File: config.mk
export PLATFORM = sky130hd
export DESIGN_NAME = voxel_ray_traversal_3d
export DESIGN_NICKNAME = d
export VERILOG_FILES = /design/src/rtl/vrt_pkg.sv /design/src/rtl/vrt_step_unit.sv /design/src/rtl/voxel_ray_traversal_3d.sv
export SDC_FILE = /design/constraint.sdc
export NUM_CORES = 1
export LEC_CHECK = 0
export BUFFER_PORTS_ARGS = -buffer_cell sky130_fd_sc_hd__buf_2
export CORE_MARGIN = 2
export CORE_UTILIZATION = 30
export DETAILED_ROUTE_END_ITERATION = 10
export PLACE_DENSITY_LB_ADDON = 0.05
export SYNTH_ARGS = -nofsm -noshare
export SYNTH_HDL_FRONTEND = slang
export SYNTH_SLANG_ARGS = --single-unit
File: constraint.sdc
create_clock -name clk -period 11.77 [get_ports clk]
set_input_delay 2.354 -clock clk [delete_from_list [all_inputs] [get_ports clk]]
set_output_delay 2.354 -clock clk [all_outputs]
set_load 0.005 [all_outputs]
File: src/rtl/vrt_pkg.sv
`default_nettype none
// ---------------------------------------------------------------------------
// vrt_pkg
// Types, codes and fixed widths shared by the voxel ray walker.
// ---------------------------------------------------------------------------
package vrt_pkg;

  localparam int DIR_BITS     = 6;
  localparam int MAG_BITS     = 5;
  localparam int WSZ_BITS     = 11;
  localparam int STEP_BITS    = 10;
  localparam int TIME_BITS    = 17;
  localparam int CNT_BITS     = 6;
  localparam int CFG_IDX_BITS = 2;
  localparam int MAX_DIR      = 21;
  localparam int MAX_RESULTS  = 63;
  localparam logic [WSZ_BITS-1:0] WSZ_RESET = WSZ_BITS'(1024);

  typedef enum logic [1:0] {
    CAUSE_DEST = 2'd0,
    CAUSE_EXIT = 2'd1,
    CAUSE_ZERO = 2'd2
  } cause_t;

  typedef enum logic [1:0] {
    AX_X = 2'd0,
    AX_Y = 2'd1,
    AX_Z = 2'd2
  } axis_t;

  typedef enum logic [1:0] {
    S_IDLE,
    S_SETUP,
    S_WALK
  } state_t;

  typedef enum logic [CFG_IDX_BITS-1:0] {
    CFG_WSX = 2'd0,
    CFG_WSY = 2'd1
  } cfg_reg_t;

  // per-axis walk state handed to the step unit
  typedef struct packed {
    logic [2:0]                     on;
    logic [2:0]                     neg;
    logic [2:0][TIME_BITS-1:0]      crossing;
    logic [2:0][STEP_BITS-1:0]      step;
  } axis_state_t;

  function automatic logic signed [DIR_BITS-1:0] sat_dir(input logic signed [DIR_BITS-1:0] d);
    logic signed [DIR_BITS-1:0] r;
    r = d;
    if (d > DIR_BITS'(MAX_DIR)) r = DIR_BITS'(MAX_DIR);
    if (d < -DIR_BITS'(MAX_DIR)) r = -DIR_BITS'(MAX_DIR);
    return r;
  endfunction

  function automatic logic [MAG_BITS-1:0] mag(input logic signed [DIR_BITS-1:0] d);
    logic signed [DIR_BITS-1:0] n;
    n = -d;
    return d[DIR_BITS-1] ? n[MAG_BITS-1:0] : d[MAG_BITS-1:0];
  endfunction

endpackage
`default_nettype wire

File: src/rtl/vrt_step_unit.sv
`default_nettype none
// ---------------------------------------------------------------------------
// vrt_step_unit
// Picks the axis with the earliest boundary crossing, advances its crossing
// time and coordinate, and checks the entered voxel against the world.
// ---------------------------------------------------------------------------
module vrt_step_unit #(
  parameter int CW = 12
) (
  input  vrt_pkg::axis_state_t                 ast,
  input  logic signed [CW-1:0]                 walk_x,
  input  logic signed [CW-1:0]                 walk_y,
  input  logic signed [CW-1:0]                 walk_z,
  input  logic [vrt_pkg::WSZ_BITS-1:0]         wsx,
  input  logic [vrt_pkg::WSZ_BITS-1:0]         wsy,
  output vrt_pkg::axis_t                       axis,
  output logic [vrt_pkg::TIME_BITS-1:0]        cross_new,
  output logic signed [CW-1:0]                 nxt_x,
  output logic signed [CW-1:0]                 nxt_y,
  output logic signed [CW-1:0]                 nxt_z,
  output logic                                 nxt_in
);
  import vrt_pkg::*;

  localparam int WW = CW + WSZ_BITS;

  logic ex_xy, ex_xz, ey_z;
  logic signed [CW-1:0] delta;

  assign ex_xy = ast.on[0] && (!ast.on[1] || ast.crossing[0] < ast.crossing[1]);
  assign ex_xz = ast.on[0] && (!ast.on[2] || ast.crossing[0] < ast.crossing[2]);
  assign ey_z  = ast.on[1] && (!ast.on[2] || ast.crossing[1] < ast.crossing[2]);

  always_comb begin
    if (ex_xy) begin
      axis = ex_xz ? AX_X : AX_Z;
    end else begin
      axis = ey_z ? AX_Y : AX_Z;
    end
  end

  assign cross_new = ast.crossing[axis] + TIME_BITS'(ast.step[axis]);
  assign delta     = ast.neg[axis] ? {CW{1'b1}} : CW'(1);

  assign nxt_x = (axis == AX_X) ? walk_x + delta : walk_x;
  assign nxt_y = (axis == AX_Y) ? walk_y + delta : walk_y;
  assign nxt_z = (axis == AX_Z) ? walk_z + delta : walk_z;

  assign nxt_in = !nxt_x[CW-1] && !nxt_y[CW-1] && !nxt_z[CW-1]
               && (WW'($unsigned(nxt_x)) < WW'(wsx))
               && (WW'($unsigned(nxt_y)) < WW'(wsy));

endmodule
`default_nettype wire

File: src/rtl/voxel_ray_traversal_3d.sv
`default_nettype none
// ---------------------------------------------------------------------------
// voxel_ray_traversal_3d
// Setup: the shared multiplier forms one crossing time per axis, then the
//   walk takes one step a cycle while the output is not stalled.
// Handshake: in_ready is high only while idle, so a new ray is taken only
//   once the walk has ended. Output stalls hold the walk.
// Reset: synchronous; clears the sequencer and output valid, sizes to 1024.
// ---------------------------------------------------------------------------
module voxel_ray_traversal_3d #(
  parameter int COORD_BITS = 10
) (
  input  logic                                clk,
  input  logic                                rst,
  input  logic                                cfg_valid,
  output logic                                cfg_ready,
  input  logic [vrt_pkg::CFG_IDX_BITS-1:0]    cfg_index,
  input  logic [vrt_pkg::WSZ_BITS-1:0]        cfg_data,
  input  logic                                in_valid,
  output logic                                in_ready,
  input  logic [COORD_BITS-1:0]               origin_x,
  input  logic [COORD_BITS-1:0]               origin_y,
  input  logic [COORD_BITS-1:0]               origin_z,
  input  logic signed [vrt_pkg::DIR_BITS-1:0] dir_x,
  input  logic signed [vrt_pkg::DIR_BITS-1:0] dir_y,
  input  logic signed [vrt_pkg::DIR_BITS-1:0] dir_z,
  output logic                                out_valid,
  input  logic                                out_ready,
  output logic [COORD_BITS-1:0]               voxel_x,
  output logic [COORD_BITS-1:0]               voxel_y,
  output logic [COORD_BITS:0]                 voxel_z,
  output logic                                voxel_valid,
  output logic                                last,
  output logic [1:0]                          stop_cause
);
  import vrt_pkg::*;

  localparam int CW = COORD_BITS + 3;

  state_t state, state_next;

  logic [WSZ_BITS-1:0]  wsx, wsy;
  axis_state_t          ast;
  logic [2:0][MAG_BITS-1:0] amag;
  logic signed [CW-1:0] walk_x, walk_y, walk_z;
  logic signed [CW-1:0] dest_x, dest_y, dest_z;
  logic [1:0]           sidx;
  logic [CNT_BITS-1:0]  cnt;
  logic                 pend_v, pend_final;

  logic signed [DIR_BITS-1:0] dsx, dsy, dsz;
  logic [MAG_BITS-1:0]        mul_a, mul_b;
  logic [2*MAG_BITS-1:0]      prod;

  axis_t                 axis;
  logic [TIME_BITS-1:0]  cross_new;
  logic signed [CW-1:0]  nxt_x, nxt_y, nxt_z;
  logic                  nxt_in;

  logic   out_free, take_step, emit;
  logic   e_valid, e_last, e_pos;
  cause_t e_cause;

  assign cfg_ready = 1'b1;
  assign in_ready  = (state == S_IDLE);
  assign out_free  = !out_valid || out_ready;

  assign dsx = sat_dir(dir_x);
  assign dsy = sat_dir(dir_y);
  assign dsz = sat_dir(dir_z);

  // setup: crossing time of axis k is the product of the other magnitudes, a zero magnitude counting as 1
  always_comb begin
    logic [MAG_BITS-1:0] fx, fy, fz;
    fx = ast.on[0] ? amag[0] : MAG_BITS'(1);
    fy = ast.on[1] ? amag[1] : MAG_BITS'(1);
    fz = ast.on[2] ? amag[2] : MAG_BITS'(1);
    case (sidx)
      2'd0:    begin mul_a = fy; mul_b = fz; end
      2'd1:    begin mul_a = fx; mul_b = fz; end
      default: begin mul_a = fx; mul_b = fy; end
    endcase
  end

  assign prod = mul_a * mul_b;

  vrt_step_unit #(.CW(CW)) u_step (
    .ast       (ast),
    .walk_x    (walk_x),
    .walk_y    (walk_y),
    .walk_z    (walk_z),
    .wsx       (wsx),
    .wsy       (wsy),
    .axis      (axis),
    .cross_new (cross_new),
    .nxt_x     (nxt_x),
    .nxt_y     (nxt_y),
    .nxt_z     (nxt_z),
    .nxt_in    (nxt_in)
  );

  always_ff @(posedge clk) begin
    if (rst) begin
      state <= S_IDLE;
    end else begin
      state <= state_next;
    end
  end

  always_comb begin
    state_next = state;
    take_step  = 1'b0;
    emit       = 1'b0;
    e_valid    = 1'b0;
    e_last     = 1'b0;
    e_pos      = 1'b0;
    e_cause    = CAUSE_DEST;
    unique case (state)
      S_IDLE: begin
        if (in_valid) state_next = S_SETUP;
      end
      S_SETUP: begin
        if (sidx == 2'd2) state_next = S_WALK;
      end
      S_WALK: begin
        if (ast.on == 3'b000) begin
          if (out_free) begin
            emit = 1'b1; e_last = 1'b1; e_cause = CAUSE_ZERO;
            state_next = S_IDLE;
          end
        end else if (pend_final) begin
          if (out_free) begin
            emit = 1'b1; e_valid = 1'b1; e_pos = 1'b1; e_last = 1'b1;
            state_next = S_IDLE;
          end
        end else if (!pend_v) begin
          if (!nxt_in) begin
            if (out_free) begin
              emit = 1'b1; e_last = 1'b1; e_cause = CAUSE_EXIT;
              state_next = S_IDLE;
            end
          end else begin
            take_step = 1'b1;
          end
        end else if (out_free) begin
          emit = 1'b1; e_valid = 1'b1; e_pos = 1'b1;
          if (!nxt_in) begin
            e_last = 1'b1; e_cause = CAUSE_EXIT;
            state_next = S_IDLE;
          end else begin
            take_step = 1'b1;
          end
        end
      end
      default: state_next = S_IDLE;
    endcase
  end

  always_ff @(posedge clk) begin
    if (rst) begin
      wsx        <= WSZ_RESET;
      wsy        <= WSZ_RESET;
      pend_v     <= 1'b0;
      pend_final <= 1'b0;
      out_valid  <= 1'b0;
    end else begin
      if (cfg_valid && cfg_ready) begin
        case (cfg_index)
          CFG_WSX: wsx <= cfg_data;
          CFG_WSY: wsy <= cfg_data;
          default: ;
        endcase
      end
      if (in_valid && in_ready) begin
        pend_v     <= 1'b0;
        pend_final <= 1'b0;
      end else if (take_step) begin
        pend_v     <= 1'b1;
        pend_final <= (nxt_x == dest_x && nxt_y == dest_y && nxt_z == dest_z)
                   || (cnt == CNT_BITS'(MAX_RESULTS - 1));
      end
      if (emit) begin
        out_valid <= 1'b1;
      end else if (out_ready) begin
        out_valid <= 1'b0;
      end
    end
  end

  always_ff @(posedge clk) begin
    if (in_valid && in_ready) begin
      ast.on   <= {dsz != '0, dsy != '0, dsx != '0};
      ast.neg  <= {dsz[DIR_BITS-1], dsy[DIR_BITS-1], dsx[DIR_BITS-1]};
      amag     <= {mag(dsz), mag(dsy), mag(dsx)};
      walk_x   <= CW'({1'b0, origin_x});
      walk_y   <= CW'({1'b0, origin_y});
      walk_z   <= CW'({1'b0, origin_z});
      dest_x   <= CW'({1'b0, origin_x}) + CW'(dsx);
      dest_y   <= CW'({1'b0, origin_y}) + CW'(dsy);
      dest_z   <= CW'({1'b0, origin_z}) + CW'(dsz);
      sidx     <= 2'd0;
      cnt      <= '0;
    end else if (state == S_SETUP) begin
      ast.crossing[sidx] <= TIME_BITS'(prod);
      ast.step[sidx]     <= STEP_BITS'({prod, 1'b0});
      sidx               <= sidx + 2'd1;
    end else if (take_step) begin
      ast.crossing[axis] <= cross_new;
      walk_x             <= nxt_x;
      walk_y             <= nxt_y;
      walk_z             <= nxt_z;
      cnt                <= cnt + CNT_BITS'(1);
    end
    if (emit) begin
      voxel_x     <= e_pos ? walk_x[COORD_BITS-1:0] : '0;
      voxel_y     <= e_pos ? walk_y[COORD_BITS-1:0] : '0;
      voxel_z     <= e_pos ? walk_z[COORD_BITS:0] : '0;
      voxel_valid <= e_valid;
      last        <= e_last;
      stop_cause  <= e_cause;
    end
  end

endmodule
`default_nettype wire

## Yosys cells after proc, flatten, opt, wreduce, memory -nomap -nowiden

Index checks and enable logic that the tools add are counted.

- $add $sub $neg: 12
- Multipliers: 1
- Order comparisons: 15
- Equality and inequality tests: 17
- Mux-type cells: 88
- Bitwise logic cells: 2
- Reduce and logical (&&, ||, !) cells: 43

Operator list:

| kind | count |
|---|---|
| 10-bit two-way mux | 11 |
| 51-bit bitwise mux | 2 |
| 51-bit two-way mux | 2 |
| 17-bit demux with 2-bit select | 2 |
| 13-bit two-way mux | 4 |
| 17-bit less-than comparator | 3 |
| 17-bit two-way mux | 3 |
| 5-bit two-way mux | 8 |
| 13-bit adder | 3 |
| 13-bit == test | 3 |
| 11-bit by 6-bit adder with 12-bit output | 3 |
| 6-bit two-way mux | 6 |
| 17-bit binary-select mux with 2-bit select | 1 |
| 2-bit two-way mux | 16 |
| 30-bit bitwise mux | 1 |
| 1-bit two-way mux | 28 |
| 13-bit by 11-bit less-than comparator with 1-bit output | 2 |
| 10-bit binary-select mux with 2-bit select | 1 |
| 10-bit demux with 2-bit select | 1 |
| 6-bit greater-than comparator (second input constant) | 3 |
| 6-bit less-than comparator (second input constant) | 3 |
| 6-bit nonzero test | 3 |
| 17-bit by 10-bit adder with 17-bit output | 1 |
| 5-bit != test (second input constant) | 3 |
| other kinds (22) | 65 |

- Bits in registers: 250
- Input bits: 66
- Logic and storage cells: 212

## Longest topological paths before layout

- Depth in word-level cells: 24
- Gate-level depth with buffers: 32

## Cells and area by module

Synthesis repeated with hierarchy kept, for this count alone.

- Cell total of the unflattened synthesis: 1678
- Area, all modules: 16814.9 um^2

Modules (own cells, without submodules):

| module | instances | cells an instance | area an instance (um^2) | sequential area each (um^2) |
|---|---|---|---|---|
| voxel_ray_traversal_3d | 1 | 1028 | 12331.8 | 6886.6 |
| vrt_step_unit | 1 | 650 | 4483.0 | 0.0 |

## Least setup slack after synthesis

OpenSTA, ideal clock, no wires.

- Kind: flip-flop to flip-flop
- Start: register, netlist name ast[32]
- End: register, netlist name ast[30]
- Arrival time: 8.016 ns
- Data required time: 11.355 ns
- Slack: 3.340 ns
- Cell stages (with the launch flop): 30
- Path buffers: 5
- Clock period less this slack: 8.430 ns
- Cell sequence: edfxtp_1 ha_1 a21o_1 nand3_1 a2111oi_2 a211oi_2 and2_1 clkbuf_1 o21ai_1 buf_2 buf_1 buf_2 o221a_2 inv_1 fa_1 nor2b_1 o31a_1 o221ai_1 a21oi_1 xor2_1 mux2_2 ha_1 a211o_1 a21oi_1 o21ai_0 or4_4 nor3_4 nand3_2 clkbuf_1 o21ai_0

- Elaborated cells on any way between the ends: 37
- Classes of those cells: add/sub: 3; order compare: 4; eq/ne: 2; mux: 14; reduce/logical: 14

RTL lines:

| what | RTL line | RTL |
|---|---|---|
| 17-bit less-than comparator | vrt_step_unit.sv:31 | `assign ex_xz = ast.on[0] && (!ast.on[2] \|\| ast.crossing[0] < ast.crossing[2]);` |
| 1-bit logical OR | vrt_step_unit.sv:31 |  |
| 1-bit logical AND | vrt_step_unit.sv:31 |  |
| 2-bit two-way mux | vrt_step_unit.sv:36 | `axis = ex_xz ? AX_X : AX_Z;` |
| 2-bit two-way mux * | vrt_step_unit.sv:35 | `if (ex_xy) begin` |
| 1-bit binary-select mux with 2-bit select | vrt_step_unit.sv:43 | `assign delta = ast.neg[axis] ? {CW{1'b1}} : CW'(1);` |
| 1-bit two-way mux (not written as such) | vrt_step_unit.sv:43 |  |
| 13-bit two-way mux | vrt_step_unit.sv:43 |  |
| [... 2 more ...] | n/a |  |
| via nxt_y[10] | voxel_ray_traversal_3d.sv:57 | `logic signed [CW-1:0] nxt_x, nxt_y, nxt_z;` |
| [... 2 more ...] | n/a |  |
| 1-bit two-way mux * | voxel_ray_traversal_3d.sv:137, voxel_ray_traversal_3d.sv:147 |  |
| 1-bit two-way mux | voxel_ray_traversal_3d.sv:145 | `end else if (out_free) begin` |
| 1-bit two-way mux * | voxel_ray_traversal_3d.sv:136 | `end else if (!pend_v) begin` |
| 1-bit two-way mux * | voxel_ray_traversal_3d.sv:131 | `end else if (pend_final) begin` |
| 1-bit two-way mux * | voxel_ray_traversal_3d.sv:126 | `if (ast.on == 3'b000) begin` |
| 1-bit two-way mux * | voxel_ray_traversal_3d.sv:118 | `unique case (state)` |
| 2-bit nonzero test (no source line) * | n/a |  |
| 2-bit AND reduction (no source line) * | n/a |  |

The timed path passes the listed nets; every way through them passes the cells marked *. The select of a mux whose other input is x is not followed.
A chain may end at the register's enable or synchronous reset.

## Final worst setup path

- Start: register, netlist name ast[32]
- End: register, netlist name ast[51]

- Elaborated cells on any way between the ends: 37
- Classes of those cells: add/sub: 3; order compare: 4; eq/ne: 2; mux: 14; reduce/logical: 14

RTL lines:

| what | RTL line |
|---|---|
| 17-bit less-than comparator | vrt_step_unit.sv:31 |
| 1-bit logical OR | vrt_step_unit.sv:31 |
| 1-bit logical AND | vrt_step_unit.sv:31 |
| 2-bit two-way mux | vrt_step_unit.sv:36 |
| 2-bit two-way mux * | vrt_step_unit.sv:35 |
| 1-bit binary-select mux with 2-bit select | vrt_step_unit.sv:43 |
| 1-bit two-way mux (not written as such) | vrt_step_unit.sv:43 |
| 13-bit two-way mux | vrt_step_unit.sv:43 |
| [... 2 more ...] | n/a |
| via nxt_y[10] | voxel_ray_traversal_3d.sv:57 |
| [... 2 more ...] | n/a |
| 1-bit two-way mux * | voxel_ray_traversal_3d.sv:137, voxel_ray_traversal_3d.sv:147 |
| 1-bit two-way mux | voxel_ray_traversal_3d.sv:145 |
| 1-bit two-way mux * | voxel_ray_traversal_3d.sv:136 |
| 1-bit two-way mux * | voxel_ray_traversal_3d.sv:131 |
| 1-bit two-way mux * | voxel_ray_traversal_3d.sv:126 |
| 1-bit two-way mux * | voxel_ray_traversal_3d.sv:118 |
| 2-bit nonzero test (no source line) * | n/a |
| 2-bit AND reduction (no source line) * | n/a |

Marks and branches as above.

==> flow_summary.ini <==
[sta]
rsz0062_at_grt = false
slew_viol_final = 0
fin_hold_ws_ns = 0.4898
period_needed_ns = 8.574
finalCritPeriodShare = 0.7285
fmax_ghz = 0.1166
max_slew_margin = 0.3270
worst_slew_pin_slew_ns = 1.008
fin_setup_tns_ns = 0
clock_skew_ns = 0.01478
setup_viol = 0
finalHoldViolations = 0

[placed_design]
place_congestion = 0.8317
io_buffers = 102
hpwlAfterDp_um = 40560
dpl-instance-area_um2 = 18200
dpl.cell_count = 2554

[clocking]
cts-root-buf = clkbuf_16
cts_tree = done
post-cts-setup-buffers = 0
htree_num_levels = 1
clockBufferDepth = 3
clk_pin_slew_ns = 0.06
cts.sinks = 244
hold_buffers = 0
cts_buffers = 31
cts_resized = 0
clock_latency_ns = 0.59

[power_and_ir_drop]
ir_drop_mv = 0.1219
p_per_area_nw_per_um2 = 252.3
p_leak_nw = 8.002

[floorplan]
die_w_um = 241.1
initial_core_util = 0.3049
io_pins = 104
fp.dieH_um = 241.1
rows = 86
core-area_um2 = 55310
dieArea_um2 = 58130

[route]
dr_wl_met2_um = 23570
wl_met1_um = 27060
ant_nets = 0
first_pass_iters = 6
via_per_inst = 5.041
wl_per_cell_um = 20.72
vias = 13160
topRoutingLayerUsed = met4
wirelength_um = 54090
post-route-drc-count = 0
dr_wl_met3_um = 2587
drtIter0Drc = 796

[min_path]
hold_end = walk_z[11]$_SDFFE_PP0P_
worstHoldPathType = flop to flop
holdPathStages = 2
min-delay-start = walk_z[11]$_SDFFE_PP0P_

[synthesis]
synthFlopType = edfxtp_1
synth_edf_count = 200
synth_area_um2 = 16860
synth_cell_types = 80
synth_cells = 1754
syn_avg_cell_area_um2 = 9.615
ys_seq_elements = 244
async_flop_share = 0
synthesis.nets = 2006
ys_seq_area_frac = 0.4083
yosys_warnings = 0

[critical_path]
r2r-end = ast[51]$_DFFE_PP_
cp_top_family = compound AO/OA/AOI/OAI gates
crit_path_top_delay_cell = o21ai_1
crit_path_end_kind = flop
crit_required_ns = 12.04
critPathMaxStageDelay_ns = 0.81
startpoint_type = flop
worst-path-buf-inv = 3
ff2ff_path_depth = 26
cp.arrival_ns = 8.84
crit_type = flop to flop
r2r_setup_slack_ns = 3.20
crit_path_max_fanout = 27
reg2reg_from = ast[32]$_DFFE_PP_

[grt]
grt_pass1_vias = 12970
grt_pass1_wl_um = 81750
grt_start_max_net_pins = 50
track_usage = 0.1876
overflow = 0
antenna_found_initial = 1

[final_layout]
final_cells = 2611
utilization = 0.3479
drive_above_1_share = 0.1150
design_area_um2 = 19240
final_nets = 2091
syn_to_final_growth_pct = 14.10
fill_cells = 5739

[run_status]
status = finished clean

[flow_run]
drv_cap = 0
==> per-stage QoR <==
stage               power [mW]  worst slack [ns]
finish                   4.854             3.196
global placement         3.878             3.284
detailed placement       3.866             3.196
CTS                      4.898             3.158
global route             5.255             2.554
floorplan                3.138             3.340
==> kinds of logic (layout without fill, tap and decap cells) <==
| logic type | after synthesis | in the layout | share of synthesized area |
|---|---|---|---|
| AOI/OAI and AO/OA | 446 | 446 | 0.1708 |
| DFF | 244 | 244 | 0.4083 |
| xor gates and xnor gates | 121 | 121 | 0.06328 |
| buffers and inverters | 230 | 337 | 0.05230 |
| adders and majority gates | 187 | 187 | 0.1457 |
| and+or+nand+nor | 490 | 490 | 0.1375 |
| muxes | 35 | 35 | 0.02181 |
| other | 1 | 3 | 0.0002224 |
==> power breakdown <==
part | internal, mW | switching (mW)
sequential | 1.19 | 0.103
clock | 0.591 | 0.411
combinational | 0.968 | 1.59
total | 2.75 | 2.10
==> state kept, by name, summed over array words and instances (netlist names), 12 cells and up <==
signal and count:
amag 15, ast 84, dest_x 12, dest_y 12
dest_z 12, walk_x 13, walk_y 13, walk_z 13
==> synth_stat cells, types with 31 or more instances <==
cell / instances / area share
dfxtp_1: 44 / 0.052
a21o_1: 31 / 0.014
nor2_1: 176 / 0.039
o21ai_0: 84 / 0.025
a21oi_1: 124 / 0.037
nand2_1: 112 / 0.025
inv_1: 163 / 0.036
ha_1: 170 / 0.13
xnor2_1: 81 / 0.042
edfxtp_1: 200 / 0.36
o22ai_1: 39 / 0.014
clkbuf_1: 48 / 0.011
xor2_1: 39 / 0.020
==> final cells by class <==
cell class	instances	area (µm²)	area share
multi-input combinational	1280	9123	0.4741
sequential	244	6887	0.3579
tap	748	935.9	0.04864
clock buffer	34	787.0	0.04090
timing repair buffer	119	638.1	0.03316
inverter	163	614.3	0.03193
clock inverter	21	252.7	0.01313
antenna	2	5.005	0.0002601
==> per-layer routing <==
metal | GRT usage | vias to the layer above
li1 | - | 6521
met1 | 0.2748 | 6323
met2 | 0.2929 | 270
met3 | 0.02699 | 48
met4 | 0.03816 | 0
met5 | 0 | -
==> worst reg2reg max path: stages, from the launching register on <==
cell	delay, ns
edfxtp_1	0.43
ha_1	0.33
and3_1	0.17
a41oi_1	0.24
o21ai_1	0.11
a211oi_2	0.38
nand3b_1	0.42
o21ai_4	0.17
o221a_2	0.38
buf_4	0.40
inv_1	0.17
fa_1	0.43
nor2b_1	0.17
o31a_1	0.20
o221ai_1	0.21
a21oi_1	0.27
xor2_1	0.10
mux2_2	0.31
ha_1	0.30
a211o_1	0.29
a21oi_1	0.10
o21ai_0	0.10
or4_4	0.56
nor3_4	0.31
nand3_2	0.52
o21ai_1	0.82
buf_4	0.37
==> worst max-delay path by stage <==
stage                       from                   to  slack [ns]  depth (start not counted)
2_1_floorplan  ast[32]$_DFFE_PP_    ast[30]$_DFFE_PP_        3.34                         29
3_3_place_gp   ast[44]$_DFFE_PP_  walk_y[2]$_DFFE_PP_        3.28                         26
3_5_place_dp   ast[44]$_DFFE_PP_    ast[68]$_DFFE_PP_        3.20                         26
4_1_cts        ast[35]$_DFFE_PP_    ast[70]$_DFFE_PP_        3.16                         26
5_1_grt        ast[44]$_DFFE_PP_    ast[51]$_DFFE_PP_        2.55                         26
6_report       ast[32]$_DFFE_PP_    ast[51]$_DFFE_PP_        3.20                         26
==> layout by cell type (no fill, tap or decap), types with 39 or more instances in the layout <==
| master | synthesis | routed |
|---|---|---|
| xor2_1 | 39 | 39 |
| a21oi_1 | 124 | 124 |
| o21ai_0 | 84 | 81 |
| o22ai_1 | 39 | 39 |
| inv_1 | 163 | 161 |
| xnor2_1 | 81 | 81 |
| nor2_1 | 176 | 176 |
| buf_2 | 6 | 102 |
| ha_1 | 170 | 170 |
| edfxtp_1 | 200 | 200 |
| nand2_1 | 112 | 112 |
| dfxtp_1 | 44 | 44 |
Power figures use the tool's default switching activity.
